File: config.mk
export PLATFORM = sky130hd
export DESIGN_NAME = sbq_ram
export DESIGN_NICKNAME = d
export VERILOG_FILES = /design/src/hdl/sbq_ram.sv
export SDC_FILE = /design/constraint.sdc
export NUM_CORES = 1
export LEC_CHECK = 0
export ABC_CLOCK_PERIOD_IN_PS = 1790
export BUFFER_PORTS_ARGS = -buffer_cell sky130_fd_sc_hd__buf_2
export CAP_MARGIN = 25
export CORE_AREA = 2 2 106 108
export CTS_CLUSTER_SIZE = 30
export DETAILED_ROUTE_END_ITERATION = 16
export DIE_AREA = 0 0 108 110
export PLACE_DENSITY_LB_ADDON = 0.05
export SLEW_MARGIN = 5
export SYNTH_ARGS = -nofsm -noshare
export SYNTH_HDL_FRONTEND = slang
export SYNTH_SLANG_ARGS = --single-unit
File: constraint.sdc
create_clock -name clk -period 1.79 [get_ports clk]
set_input_delay 0.2685 -clock clk [delete_from_list [all_inputs] [get_ports clk]]
set_output_delay 0.2685 -clock clk [all_outputs]
set_load 0.05 [all_outputs]
File: src/hdl/sbq_ram.sv
// Generic single-write, single-read RAM with registered read data.
`default_nettype none

module sbq_ram #(
  parameter int WIDTH = 8,
  parameter int DEPTH = 16,
  localparam int AW = (DEPTH > 1) ? $clog2(DEPTH) : 1
) (
  input  wire logic             clk,
  input  wire logic             wr_en,
  input  wire logic [AW-1:0]    wr_addr,
  input  wire logic [WIDTH-1:0] wr_data,
  input  wire logic             rd_en,
  input  wire logic [AW-1:0]    rd_addr,
  output logic      [WIDTH-1:0] rd_data
);

  logic [WIDTH-1:0] mem [DEPTH];

  always_ff @(posedge clk) begin
    if (wr_en) begin
      mem[wr_addr] <= wr_data;
    end
    if (rd_en) begin
      rd_data <= mem[rd_addr];
    end
  end

endmodule

`default_nettype wire

# Word-level counts from Yosys, hierarchy flattened
# Memories as Yosys holds them, arrays and structs flattened. A register that Yosys moved wholly into a read port is not among the register bits.
# Index checks and enable logic that the tools add are counted.
[word_totals]
input_bits = 19
mem_bits_rw = 128
output_inout_bits = 8
n_memories = 1
register_bits = 0
[mem_list]
columns = ["memory", "words", "width", "rd", "rd_ports_with_merged_regs", "wr", "line", "text"]
rows = [
  ["mem", 16, 8, 1, 1, 1, "18", "logic [WIDTH-1:0] mem [DEPTH];"],
]
[op_classes]
n_mux = 2
[op_table]
columns = ["cell", "count"]
rows = [
  ["2-to-1 mux 1 bit", 2],
]

# Depth between registers and ports, before layout
[depth]
ltp_word = 2
depth_mapped = 5
mapped_depth_nobuf = 3

# Worst setup path after synthesis
# Ideal clock, no wire load.
[synth_timing]
path_kind = "in2reg"
startpoint = "input wr_addr[2]"
endpoint = "memory mem[0][0] (enable)"
setup_ps = 383
cell_stages = 2
path_buffers = 0
arrival_time_ps = 1378
t_required_ps = 1407
path_slack_ps = 29
path_cell_list = "or3b_2 -> nor3_1"
[synth_rtl]
columns = ["item", "line", "text"]
rows = [
  ["start, declared", "11", "input wire logic [AW-1:0] wr_addr,"],
  ["end, declared", "18", ""],
]
# No word-level cell before the write port.

==> metrics.yaml <==
status:
  status: "finished, final reports clean"
pwr:
  swShare_pct: 20.6
  power.internal_w: 0.00586
  peakVddDrop_mv: 0.629
  power.switching_w: 0.00153
  p_per_area_nw_per_um2: 1180
  p_comb_share_pct: 5.2
  p_leak_nw: 2.12
  seqPwrFrac_pct: 48.8
  p_clk_share_pct: 45.9
clock_network:
  cts_htree_levels: 4
  cts.sinks: 136
  clockBufferDepth: 2
  cts-buffers-inserted: 17
  cts_resized: 0
  cts_hold_buffers: 0
  path_clk_slew_ns: 0.06
  postCtsSetupBuffers: 0
  root_buffer: "clkbuf_8"
  clock_latency_ns: 0.51
  cts_tree: "done"
routing:
  drtIter0Drc: 124
  avgViaCountPerCell: 5.53
  routedWlPerCell_um: 21.8
  vias: 2426
  totalWireLength_mm: 9.58
  drc: 0
  drtAntennaViolNets: 0
  dr.pass1.iters: 4
yosys:
  synth_seq_cells: 136
  synth_nets: 248
  ys_seq_area_share_pct: 78.1
  yosys_warnings: 0
  synth_cell_type_count: 18
  syn_area_per_cell_um2: 22.8
  netlist_area_um2: 5230
  synth_cells: 229
floorplan:
  pin_count: 27
  start_util_pct: 48.9
  core_um2: 10700
  die_h_um: 110
  fp.dieW_um: 108
  rows: 38
  dieArea_um2: 11900
worst_setup_path:
  crit_type: "reg -> reg"
  worstPathRequired_ns: 2.04
  end_kind: "flop"
  cp.arrival_ns: 1.77
  worst_setup_path_start_kind: "flop"
  path_max_fanout: 1
placement:
  gp_congestion: 0.708
  place_hpwl_mm: 6.16
  place_area_um2: 5660
  portBuffers: 26
  dpl_worst_slack_ns: -0.0792
timing:
  finalSetupViolations: 0
  skew_ns: 0.0127
  period_minus_slack_ns: 1.52
  setup_tns_ns: 0
  period_share_pct: 85.2
  fmax_ghz: 0.656
  final.setup.worst_slack_ns: 0.265
  hold_viol_final: 0
  finalMaxSlewViolations: 0
  tightestPinTransition_ns: 0.402
  rsz0062_at_grt: "no"
  slew_headroom_pct: 73.2
finish:
  postLayoutCoreUtil_pct: 58.4
  final_common_cell: "edfxtp_1"
  multiInputGateArea_um2: 1060
  diodes: 0
  final_area_um2: 6250
  drive_gt1_share_pct: 32.1
  ff_latch_area_um2: 4080
  area_growth_pct: 19.6
  fin_nets: 305
  layout_common_cells: "edfxtp_1, buf_2, mux4_2, buf_4"
  fillers: 794
global_route:
  grt_pass1_vias: 2416
  grt_usage_pct: 18.6
  grt_max_degree: 22
  grt_overflow: 0
  antenna_found_initial: 0
  grt_pass1_wl_mm: 14.8
min_path:
  hp-class: "in -> reg"
flow_run:
  cap_violations: 0
cells by family after synthesis:
group	synth area share [%]
buf+inv	1.65
simple gates	3.14
mux	14.8
compound gates	2.30
flops	78.1
worst max-delay path, stage by stage (launching register included):
cell	delay [ns]
edfxtp_1	0.35
mux4_1	0.50
a22oi_1	0.31
nand2_1	0.10
per-stage QoR:
stage                     instances  power, W  hold WS [ns]
after floorplan                 229   0.00390         0.367
final                           439   0.00739         0.135
after detailed placement        407   0.00407         0.659
after global routing            439   0.00764         0.127
after CTS                       439   0.00747         0.116
after global placement          407   0.00406         0.655
state kept, by name (all words and copies together), names as in the netlist:
register	count
mem	128
rd_data	8
cell usage after synthesis (all sizes together):
cell type / number / area (um^2)
nand3: 1 / 5.00
buf: 7 / 56.3
nor2b: 1 / 6.26
nand2b: 2 / 12.5
a22oi: 16 / 120
nor3: 4 / 20.0
or3b: 1 / 8.76
edfxtp: 136 / 4080
nand2: 9 / 33.8
nor2: 13 / 48.8
mux4: 32 / 773
nand3b: 2 / 15.0
clkdlybuf4s25: 3 / 30.0
and2b: 1 / 7.51
and2: 1 / 6.26
power groups by stage:
stage / registers (W) / clock network [W] / logic, W
final: 0.00361 / 0.00339 / 0.000387
after global routing: 0.00361 / 0.00361 / 0.000421
after CTS: 0.00361 / 0.00346 / 0.000397
after detailed placement: 0.00367 / 0 / 0.000397
after global placement: 0.00367 / 0 / 0.000393
after floorplan: 0.00372 / 0 / 0.000181
area by class of cell:
type                            instances  area share (%)
Timing Repair Buffer                   48            5.52
Tap cell                              140            2.80
Clock buffer                           17            6.62
Clock inverter                         15            2.82
Multi-Input combinational cell         83            16.9
Sequential cell                       136            65.3
per-layer routing:
| metal | vias up | global-route usage (%) | wire (um) |
|---|---|---|---|
| li1 | 1099 | - | - |
| met4 | 0 | 5.77 | 49 |
| met3 | 6 | 4.82 | 566 |
| met1 | 1249 | 26.8 | 4200 |
| met2 | 72 | 28.4 | 4760 |
| met5 | - | 0 | 0 |
worst paths after layout:
kind,startpoint,end,slack [ns],depth (start not counted)
setup reg to reg,mem[9][1],rd_data[1],0.27,3
hold reg to reg,mem[15][7],rd_data[7],0.75,3
setup / recovery,mem[9][1],rd_data[1],0.27,3
hold / removal,rd_en,rd_data[6],0.13,1
No activity file was read; power rests on OpenSTA's default activity.
